**config.mk**
```make
export PLATFORM = sky130hd
export DESIGN_NAME = joystick_drive_and_joint_jog
export DESIGN_NICKNAME = d
export VERILOG_FILES = /design/src/sv/jdjj_pkg.sv /design/src/sv/joystick_drive_and_joint_jog.sv /design/src/sv/jdjj_step.sv
export SDC_FILE = /design/constraint.sdc
export NUM_CORES = 1
export LEC_CHECK = 0
export ABC_AREA = 1
export BUFFER_PORTS_ARGS = -buffer_cell sky130_fd_sc_hd__buf_2
export CORE_MARGIN = 2
export CORE_UTILIZATION = 45
export CTS_CLUSTER_SIZE = 16
export DETAILED_ROUTE_END_ITERATION = 7
export PLACE_DENSITY = 0.62
export SYNTH_ARGS = -nofsm -noshare
export SYNTH_HDL_FRONTEND = slang
export SYNTH_SLANG_ARGS = --single-unit
export TNS_END_PERCENT = 1
```
**constraint.sdc**
```tcl
create_clock -name clock -period 5.65 [get_ports clock]
set_input_delay 0.565 -clock clock [delete_from_list [all_inputs] [get_ports clock]]
set_output_delay 0.565 -clock clock [all_outputs]
set_load 0.03 [all_outputs]
```
**src/sv/jdjj_pkg.sv**
```systemverilog
package jdjj_pkg;

   // drive direction codes
   localparam logic [2:0] DIR_STOP  = 3'd0;
   localparam logic [2:0] DIR_FWD   = 3'd1;
   localparam logic [2:0] DIR_BACK  = 3'd2;
   localparam logic [2:0] DIR_LEFT  = 3'd3;
   localparam logic [2:0] DIR_RIGHT = 3'd4;

   // register indexes
   localparam logic [2:0] REG_STICK_CENTER = 3'd0;
   localparam logic [2:0] REG_DEAD_ZONE    = 3'd1;
   localparam logic [2:0] REG_JOG_STEP     = 3'd2;
   localparam logic [2:0] REG_DUTY_LIMIT   = 3'd3;
   localparam logic [2:0] REG_ARM_MIN      = 3'd4;
   localparam logic [2:0] REG_ARM_MAX      = 3'd5;
   localparam logic [2:0] REG_WRIST_MAX    = 3'd6;
   localparam logic [2:0] REG_BASE_MAX     = 3'd7;

   // register reset values
   localparam logic [7:0] RST_STICK_CENTER = 8'd130;
   localparam logic [6:0] RST_DEAD_ZONE    = 7'd20;
   localparam logic [4:0] RST_JOG_STEP     = 5'd7;
   localparam logic [7:0] RST_DUTY_LIMIT   = 8'd252;
   localparam logic [7:0] RST_ARM_MIN      = 8'd45;
   localparam logic [7:0] RST_ARM_MAX      = 8'd125;
   localparam logic [7:0] RST_WRIST_MAX    = 8'd100;
   localparam logic [7:0] RST_BASE_MAX     = 8'd180;

   // gripper presets and rotation commands
   localparam logic [8:0] GRIP_PRESET_A = 9'd20;
   localparam logic [8:0] GRIP_PRESET_B = 9'd110;
   localparam logic [8:0] GRIP_PRESET_C = 9'd270;
   localparam logic [8:0] GRIP_LIMIT    = 9'd270;
   localparam logic [7:0] SPIN_ZERO     = 8'd0;
   localparam logic [7:0] SPIN_STOP     = 8'd90;
   localparam logic [7:0] SPIN_FULL     = 8'd180;

   localparam int CSR_INDEX_W = 3;
   localparam int CSR_DATA_W  = 8;

   typedef struct packed {
      logic [7:0] stick1_x;
      logic [7:0] stick1_y;
      logic [7:0] stick2_y;
      logic       stick1_press;
      logic       stick2_press;
      logic       grip_a;
      logic       grip_b;
      logic       grip_c;
      logic       arm_mode;
      logic       joint_sub;
   } req_type;

   typedef struct packed {
      logic [2:0] drive_dir;
      logic [7:0] duty;
      logic [7:0] base_servo;
      logic [7:0] arm_servo;
      logic [7:0] wrist_servo;
      logic [8:0] grip_angle;
      logic [7:0] spin_cmd;
   } rsp_type;

   typedef struct packed {
      logic [7:0] stick_center;
      logic [6:0] dead_zone;
      logic [4:0] jog_step;
      logic [7:0] duty_limit;
      logic [7:0] arm_min;
      logic [7:0] arm_max;
      logic [7:0] wrist_max;
      logic [7:0] base_max;
   } cfg_type;

endpackage

```
**src/sv/joystick_drive_and_joint_jog.sv**
```systemverilog
// rsp_valid rises once an accepted request has passed from the input register into the result register
// throughput: one request per cycle unless rsp_ready stalls the output; the joint and drive state is updated in the
//    same single pass that loads the result register, so the next request sees it at once
// reset (synchronous, active high): registers to defaults, angles 0, rotation 90,
//    drive stopped with zero duty, both stages empty
module joystick_drive_and_joint_jog import jdjj_pkg::*; (
   input  logic                   clock,
   input  logic                   reset,
   input  logic                   req_valid,
   output logic                   req_ready,
   input  req_type                req_data,
   output logic                   rsp_valid,
   input  logic                   rsp_ready,
   output rsp_type                rsp_data,
   input  logic                   csr_we,
   input  logic [CSR_INDEX_W-1:0] csr_index,
   input  logic [CSR_DATA_W-1:0]  csr_wdata
);

   cfg_type cfg_ff;
   req_type req_ff;
   logic    req_valid_ff;
   rsp_type state_ff;
   rsp_type state_in;
   rsp_type rsp_ff;
   logic    rsp_valid_ff;
   logic    out_free;
   logic    advance;

   assign out_free  = !rsp_valid_ff || rsp_ready;
   assign advance   = req_valid_ff && out_free;
   assign req_ready = !req_valid_ff || advance;
   assign rsp_valid = rsp_valid_ff;
   assign rsp_data  = rsp_ff;

   jdjj_step u_step (
      .cfg (cfg_ff),
      .cur (state_ff),
      .req (req_ff),
      .nxt (state_in)
   );

   always_ff @(posedge clock) begin
      if (reset) begin
         cfg_ff.stick_center <= RST_STICK_CENTER;
         cfg_ff.dead_zone    <= RST_DEAD_ZONE;
         cfg_ff.jog_step     <= RST_JOG_STEP;
         cfg_ff.duty_limit   <= RST_DUTY_LIMIT;
         cfg_ff.arm_min      <= RST_ARM_MIN;
         cfg_ff.arm_max      <= RST_ARM_MAX;
         cfg_ff.wrist_max    <= RST_WRIST_MAX;
         cfg_ff.base_max     <= RST_BASE_MAX;
      end else if (csr_we) begin
         unique case (csr_index)
            REG_STICK_CENTER: cfg_ff.stick_center <= csr_wdata;
            REG_DEAD_ZONE:    cfg_ff.dead_zone    <= csr_wdata[6:0];
            REG_JOG_STEP:     cfg_ff.jog_step     <= csr_wdata[4:0];
            REG_DUTY_LIMIT:   cfg_ff.duty_limit   <= csr_wdata;
            REG_ARM_MIN:      cfg_ff.arm_min      <= csr_wdata;
            REG_ARM_MAX:      cfg_ff.arm_max      <= csr_wdata;
            REG_WRIST_MAX:    cfg_ff.wrist_max    <= csr_wdata;
            REG_BASE_MAX:     cfg_ff.base_max     <= csr_wdata;
            default: ;
         endcase
      end
   end

   always_ff @(posedge clock) begin
      if (reset) begin
         req_valid_ff <= 1'b0;
         rsp_valid_ff <= 1'b0;
         state_ff     <= '{drive_dir: DIR_STOP, duty: '0, base_servo: '0, arm_servo: '0,
                           wrist_servo: '0, grip_angle: '0, spin_cmd: SPIN_STOP};
      end else begin
         if (req_ready) begin
            req_valid_ff <= req_valid;
         end
         if (out_free) begin
            rsp_valid_ff <= req_valid_ff;
         end
         if (advance) begin
            state_ff <= state_in;
         end
      end
   end

   // payload registers
   always_ff @(posedge clock) begin
      if (req_valid && req_ready) begin
         req_ff <= req_data;
      end
      if (advance) begin
         rsp_ff <= state_in;
      end
   end

   a_advance_gives_rsp: assert property (@(posedge clock) disable iff (reset)
      advance |=> rsp_valid)
      else $error("request left the input stage but no response appeared");

   a_stop_has_zero_duty: assert property (@(posedge clock) disable iff (reset)
      rsp_valid && (rsp_data.drive_dir == DIR_STOP) |-> (rsp_data.duty == '0))
      else $error("stopped drive carries a nonzero duty");

   a_grip_preset: assert property (@(posedge clock) disable iff (reset)
      rsp_valid |-> (rsp_data.grip_angle == '0) || (rsp_data.grip_angle == GRIP_PRESET_A) ||
                    (rsp_data.grip_angle == GRIP_PRESET_B) ||
                    (rsp_data.grip_angle == GRIP_PRESET_C))
      else $error("gripper angle is not a preset");

   a_spin_cmd: assert property (@(posedge clock) disable iff (reset)
      rsp_valid |-> (rsp_data.spin_cmd == SPIN_ZERO) || (rsp_data.spin_cmd == SPIN_STOP) ||
                    (rsp_data.spin_cmd == SPIN_FULL))
      else $error("rotation command is not 0, 90 or 180");

endmodule

```
**src/sv/jdjj_step.sv**
```systemverilog
module jdjj_step import jdjj_pkg::*; (
   input  cfg_type cfg,
   input  rsp_type cur,
   input  req_type req,
   output rsp_type nxt
);

   logic signed [10:0] center;
   logic signed [10:0] dz;
   logic signed [10:0] step;
   logic signed [10:0] hi;
   logic signed [10:0] lo;
   logic signed [10:0] x1;
   logic signed [10:0] y1;
   logic signed [10:0] y2;
   logic signed [10:0] diff;
   logic signed [10:0] lim;
   logic signed [10:0] a;
   logic signed [10:0] b;
   logic signed [10:0] w;
   logic [2:0]         dir;

   always_comb begin
      center = $signed({3'b000, cfg.stick_center});
      dz     = $signed({4'b0000, cfg.dead_zone});
      step   = $signed({6'b000000, cfg.jog_step});
      hi     = center + dz;
      lo     = center - dz;
      x1     = $signed({3'b000, req.stick1_x});
      y1     = $signed({3'b000, req.stick1_y});
      y2     = $signed({3'b000, req.stick2_y});
      lim    = $signed({3'b000, cfg.duty_limit});
      a      = $signed({3'b000, cur.arm_servo});
      b      = $signed({3'b000, cur.base_servo});
      w      = $signed({3'b000, cur.wrist_servo});
      dir    = DIR_STOP;
      diff   = '0;
      nxt    = cur;

      if (!req.arm_mode) begin
         // vertical deflection wins over horizontal
         if (y1 > hi) begin
            dir  = DIR_FWD;
            diff = y1 - center + dz;
         end else if (y1 < lo) begin
            dir  = DIR_BACK;
            diff = lo - y1;
         end else if (x1 > hi) begin
            dir  = DIR_LEFT;
            diff = x1 - center + dz;
         end else if (x1 < lo) begin
            dir  = DIR_RIGHT;
            diff = lo - x1;
         end
         nxt.drive_dir = dir;
         nxt.duty      = (diff > lim) ? cfg.duty_limit : diff[7:0];
      end else if (!req.joint_sub) begin
         if (y1 < lo) begin
            a = a - step;
         end else if (y1 > hi) begin
            a = a + step;
         end else if (x1 > hi) begin
            b = b - step;
         end else if (x1 < lo) begin
            b = b + step;
         end else if (y2 > hi) begin
            w = w - step;
         end else if (y2 < lo) begin
            w = w + step;
         end else if (!req.grip_a) begin
            nxt.grip_angle = GRIP_PRESET_A;
         end else if (!req.grip_b) begin
            nxt.grip_angle = GRIP_PRESET_B;
         end else if (!req.grip_c) begin
            nxt.grip_angle = GRIP_PRESET_C;
         end else if (!req.stick1_press && req.stick2_press) begin
            nxt.spin_cmd = SPIN_ZERO;
         end else if (!req.stick2_press && req.stick1_press) begin
            nxt.spin_cmd = SPIN_FULL;
         end else if (req.stick1_press && req.stick2_press) begin
            nxt.spin_cmd = SPIN_STOP;
         end
      end

      // clamps run on every request, whatever the mode
      if (nxt.grip_angle > GRIP_LIMIT) begin
         nxt.grip_angle = '0;
      end

      // upper arm limit checked first, so with crossed limits a value above arm_max ends at arm_max
      if (a > $signed({3'b000, cfg.arm_max})) begin
         nxt.arm_servo = cfg.arm_max;
      end else if (a < $signed({3'b000, cfg.arm_min})) begin
         nxt.arm_servo = cfg.arm_min;
      end else begin
         nxt.arm_servo = a[7:0];
      end

      if (w > $signed({3'b000, cfg.wrist_max})) begin
         nxt.wrist_servo = cfg.wrist_max;
      end else if (w < 0) begin
         nxt.wrist_servo = '0;
      end else begin
         nxt.wrist_servo = w[7:0];
      end

      if (b > $signed({3'b000, cfg.base_max})) begin
         nxt.base_servo = cfg.base_max;
      end else if (b < 0) begin
         nxt.base_servo = '0;
      end else begin
         nxt.base_servo = b[7:0];
      end
   end

endmodule
```
# Word-level counts from Yosys, hierarchy flattened
# Index checks and enable logic that the tools add are counted.
dict set report classes {
  addsub 14
  n_eq_ne 7
  n_lt_le_gt_ge 14
  mux 53
  reduce_logical 20
}
# op count
set ops {}
lappend ops {{2-to-1 mux 11 bit} 24}
lappend ops {{2-to-1 mux 17 bit} 8}
lappend ops {{2-to-1 mux 8 bit} 13}
lappend ops {{> comparator 11 x 9 -> 1 bit} 4}
lappend ops {{2-to-1 mux 9 bit} 4}
lappend ops {{> comparator 9 x 11 -> 1 bit} 3}
lappend ops {{less-than comparator 9 x 11 -> 1 bit} 3}
lappend ops {{adder 8 x 5 -> 9 bit} 3}
lappend ops {{subtractor 8 x 5 -> 9 bit} 3}
lappend ops {{adder 11 x 8 -> 11 bit} 2}
lappend ops {{less-than comparator 11 x 1 -> 1 bit (second input constant)} 2}
lappend ops {{subtractor 11 x 9 -> 11 bit} 2}
lappend ops {{subtractor 8 x 8 -> 9 bit} 2}
lappend ops {{AND reduction 2 bit} 8}
lappend ops {{== test 3 bit (second input constant)} 4}
lappend ops {{2-to-1 mux 3 bit} 4}
lappend ops {{less-than comparator 11 x 9 -> 1 bit} 1}
lappend ops {{adder 8 x 7 -> 9 bit} 1}
lappend ops {{> comparator 9 bit (second input constant)} 1}
lappend ops {{subtractor 8 x 7 -> 9 bit} 1}
lappend ops {{== test 3 x 2 -> 1 bit (second input constant)} 2}
lappend ops {{logical AND 1 bit} 5}
lappend ops {{zero test 1 bit} 4}
lappend ops {{== test 3 x 1 -> 1 bit (second input constant)} 1}
lappend ops {{2 further kinds} 3}
dict set report word_totals {
  elab_cells 142
  input_bits 47
  out_inout_bits 54
  register_bits 197
}

# Longest topological paths before layout
dict set report depth {
  word_depth 17
  mapped_depth 45
}

# Cells and area by module
# Synthesis repeated with hierarchy kept, for this count alone.
dict set report unflattened {
  cells_unflattened 1953
  area_unflattened_um2 14555.2
}
# mod seq_area_each_um2 area_each_um2 cells_per_inst instances
set modules_own_cells {}
lappend modules_own_cells {jdjj_step 0.0 7602.3 1259 1}
lappend modules_own_cells {joystick_drive_and_joint_jog 4774.6 6952.9 694 1}

# Least setup slack after synthesis
# OpenSTA, ideal clock, no wires.
dict set report synth_timing {
  path_kind {register -> register}
  from {reg cfg_ff[46] in the netlist's numbering}
  to {reg state_ff[41] in the netlist's numbering}
  path_slack_ns 0.000
  n_path_buf 2
  arrival_time_ns 5.594
  setup_ns 0.056
  synth_period_minus_slack_ns 5.650
  stages_incl_launch_ff 34
  cell_sequence {dfxtp_1 -> inv_1 -> ha_1 -> a21oi_1 -> o21bai_1 -> a21oi_1 -> o21bai_1 -> a21oi_1 -> o21bai_1 -> xor2_1 -> inv_1 -> ha_1 -> nand2_1 -> nor3_1 -> nor2_1 -> nand2_1 -> buf_2 -> clkbuf_1 -> o21a_1 -> o21ai_0 -> a21oi_1 -> inv_1 -> ha_1 -> nand4_1 -> or3_1 -> nand2_1 -> inv_1 -> o311ai_1 -> nand2_1 -> nand2_1 -> nand3_1 -> nand3_1 -> nand2_1 -> inv_1}
}
dict set report synth_between {
  elab_chain_len 10
}
# element line_no
set synth_rtl {}
lappend synth_rtl {{from (decl)} joystick_drive_and_joint_jog.sv:20} ;# cfg_type cfg_ff;
lappend synth_rtl {{subtractor 8 x 7 -> 9 bit} jdjj_step.sv:28} ;# lo = center - dz;
lappend synth_rtl {{subtractor 11 x 9 -> 11 bit or less-than comparator 9 x 11 -> 1 bit (tied branches)} {jdjj_step.sv:53, jdjj_step.sv:51}}
lappend synth_rtl {{2-to-1 mux 11 bit} jdjj_step.sv:51} ;# end else if (x1 < lo) begin
lappend synth_rtl {{2-to-1 mux 11 bit} jdjj_step.sv:48} ;# end else if (x1 > hi) begin
lappend synth_rtl {{2-to-1 mux 11 bit} jdjj_step.sv:45} ;# end else if (y1 < lo) begin
lappend synth_rtl {{2-to-1 mux 11 bit (*)} jdjj_step.sv:42} ;# if (y1 > hi) begin
lappend synth_rtl {{2-to-1 mux 11 bit (*)} jdjj_step.sv:40} ;# if (!req.arm_mode) begin
lappend synth_rtl {{> comparator 11 x 9 -> 1 bit} jdjj_step.sv:56} ;# nxt.duty = (diff > lim) ? cfg.duty_limit : diff[7:0];
lappend synth_rtl {{2-to-1 mux 8 bit (*)} jdjj_step.sv:56}
lappend synth_rtl {{2-to-1 mux 11 bit (*)} jdjj_step.sv:40}
lappend synth_rtl {{to (signal assigned)} joystick_drive_and_joint_jog.sv:72} ;# state_ff <= '{drive_dir: DIR_STOP, duty: '0, base_servo: '0, arm_servo: '0,
lappend synth_rtl {{to (signal assigned)} joystick_drive_and_joint_jog.sv:82} ;# state_ff <= state_in;
lappend synth_rtl {{to (decl)} joystick_drive_and_joint_jog.sv:23} ;# rsp_type state_ff;
# Every way passes the cells marked *; elsewhere a longest branch is shown, timed or not. The select of a mux whose other input is x is not followed.
# A chain may end at the register's enable or synchronous reset.

==> impl_metrics.ini <==
[routing]
drtIter0Drc = 992
antenna_violating_nets_post_route = 0
via_per_inst = 5.28
totalWireLength_um = 41200
remaining_drc_errors = 0
routedWlPerCell_um = 16.9
routed-via-count = 12800
drtPass1Iterations = 5

[layout]
post-route-cell-area_sq_um = 16700
final_net_count = 2231
layout-drive-gt1-share_pct = 19.0
area_growth_pct = 19.2
antenna_cells_inserted = 0
final_util_pct = 54.6

[critical_path]
cp.required_ns = 5.87
worst-path-max-fanout = 8
crit_top_cell = nand2_1
start_kind = flop
r2r_cells = 39
slowest_stage = ha_1
setup.worst_path.class = flop to flop
worst-endpoint-arrival_ns = 5.65
max_stage_delay_ns = 0.37
cp-end-kind = flop

[synthesis]
synth_top_cells_by_count = 338 x nand2_1, 326 x inv_1, 155 x a21oi_1, 149 x ha_1, 142 x nor2_1
synthDominantAreaCellType = edfxtp_1
async_set_or_reset_flop_fraction_in_the_synthesized_netlist_pct = 0
synth_top_cell_area_share_pct = 17.7
postSynth.topFlopCell = dfxtp_1
main_area_contributors_after_synthesis = edfxtp_1 18%, dfxtp_1 16%, ha_1 13%, nand2_1 9.0%, inv_1 8.7%
synth_cells = 1858
sequential_area_share_after_synthesis_pct = 34.0
netlist_area_sq_um = 14100
synth_xor_area_share_pct = 3.49
synthMuxAreaShare_pct = 0
synth_adder_area_share_pct = 15.3
synth_compound_gate_area_share_pct = 16.6
synth_edf_count = 83
post_synth_and_or_nand_nor_area_fraction_pct = 20.6
count_leader_synth = nand2_1
synth.lib_cells_used.distinct = 55
syn_nets = 2068
synth_top_family_by_area = simple AND/OR/NAND/NOR gates
synth_seq_cells = 197
synth.yosys.warnings = 0
postSynthAreaPerCell_sq_um = 7.57

[floorplan]
io-pin-count = 101
row_count = 64
start_util_pct = 45.8
core_area_sq_um = 30700
chipWidth_um = 181
floorplan.die.height_um = 181
dieArea_sq_um = 32700

[global_routing]
initial_antenna_violation_count = 1
grt_overflow_total = 0
track_usage_pct = 25.1
grt_max_degree = 68
global_route_wire_length_before_repair_um = 64400
first_global_vias = 12000

[placement]
placement.cell_area_sq_um = 15400
hpwlAfterDp_um = 31000
gp_congestion = 0.959
numPortBuffers = 100

[timing]
setup_viol = 0
worst-slew-pin-transition_ns = 1.01
timing_max_transition_violations_final = 0
timing.slew.headroom_pct = 32.8
worst_clock_skew_ns = 0.0188
finalHoldViolations = 0
layout_min_cycle_time_ns = 5.43
fmaxAchievable_mhz = 184
layout_worst_path_cycle_share_pct = 96.0
setup_repair_after_global_routing_missed_its_margin = true
hold_slack_ns = 0.260

[clock_network]
cts.root.buffer_cell = clkbuf_16
cts_tree = yes
cts_made_buffers = 17
clk-insertion-delay-late_ns = 0.47
numClockSinks = 197
worst_setup_hold_path_clk_slew_ns = 0.09
cts.htree.levels = 4
cts_max_path_buffers = 2

[flow_run]
max_cap_viol_count = 0

[power_and_ir_drop]
power.internal_mw = 2.85
sw_frac_of_total_pct = 38.3
max-vdd-ir-drop_uv = 260
switching_power_mw = 1.77
p_leak_nw = 8.38
total_power_density_per_cell_area_nw_per_um2 = 276
power.share.combinational_pct = 35.5
power.share.sequential_pct = 35.9
share_clk_of_total_power_pct = 28.7

[min_path]
hold_path_depth = 1
hold_path.class = primary input to flop

[outcome]
outcome = complete, no violations
## per-layer routing
metal	GRT usage (%)	vias up	part of all wire (%)
met4	8.81	0	2.7
met3	3.39	68	5.7
met5	0	-	0
li1	-	6470	-
met1	34.9	5933	47
met2	40.1	353	45
## cells in the final DEF (no fill, tap or decap), drive strengths merged, types with 8 or more instances in the layout
cell    netlist  final
nand2       364    364
inv         335    346
buf           9    181
a21oi       166    166
ha          149    149
nor2        147    147
o21ai       144    144
dfxtp       114    114
nand3       107    107
edfxtp       83     83
xor2         43     43
o211ai       34     34
nand4        19     19
clkbuf       28     18
fa           14     14
o21bai       14     14
xnor2        13     13
nor3         13     13
o22ai         8      8
## registers in the layout, summed over array words and instances (netlist names)
name and count:
rsp_valid 1, req_ff 31, cfg_ff 60, state_ff 52
req_valid_ff 1, rsp_data 52
## worst paths after layout
check / startpoint / endpoint / slack (ns)
max reg2reg: cfg_ff[47]$_SDFFE_PP1P_ / rsp_data[46]$_DFFE_PP_ / 0.22
min: req_data[23] / req_ff[23]$_DFFE_PP_ / 0.26
min reg2reg: state_ff[0]$_SDFFE_PP0P_ / state_ff[0]$_SDFFE_PP0P_ / 0.45
max: cfg_ff[47]$_SDFFE_PP1P_ / rsp_data[46]$_DFFE_PP_ / 0.22
## stage by stage
stage	setup TNS, ns	worst slack [ns]	power (mW)	cells
global route	-2.55	-0.138	4.90	2430
floorplan	0	0.000266	2.67	1858
global placement	0	0.200	3.12	2378
detailed placement	-0.138	-0.0386	3.14	2378
finish	0	0.224	4.62	2430
CTS	0	0.00836	4.47	2410
## power groups by stage
| stage | clock network, mW | logic, mW | registers [mW] |
|---|---|---|---|
| detailed placement | 0 | 1.45 | 1.69 |
| finish | 1.33 | 1.64 | 1.66 |
| global route | 1.40 | 1.82 | 1.67 |
| global placement | 0 | 1.44 | 1.69 |
| floorplan | 0 | 0.943 | 1.73 |
| CTS | 1.36 | 1.46 | 1.65 |
## final cells by class
cell class	instances	area, sq um
Clock buffer	18	450
Inverter	337	1280
Fill cell	2909	13900
Multi-Input combinational cell	1287	8410
Sequential cell	197	4790
Tap cell	396	495
Clock inverter	14	183
Timing Repair Buffer	181	1150
## what timing repair did
| item | 4_1_cts | 5_1_grt |
|---|---|---|
| gates resized for setup | 3 | 150 |
| hold buffers | 0 | 0 |
| buffers inserted | 0 | 20 |
| cloned | 0 | 0 |
| endpoints found under the setup margin | 14 | 64 |
| pin swaps | 0 | 53 |
## worst max-delay path: cells and delay by family (launching register included)
kind | cells | cell delay (ns)
AOI/OAI and AO/OA | 8 | 1.38
and+or+nand+nor | 22 | 1.85
adders and majority gates | 3 | 0.78
buffers and inverters | 5 | 0.69
xor gates and xnor gates | 1 | 0.11
DFF | 1 | 0.33
## cell families after synthesis
family / count (synthesis)
AO/OA/AOI/OAI: 407
XOR/XNOR: 56
adder cells (fa/ha/maj): 163
buffers and inverters: 374
flip-flops: 197
AND/OR/NAND/NOR: 661
Power figures use the tool's default switching activity.
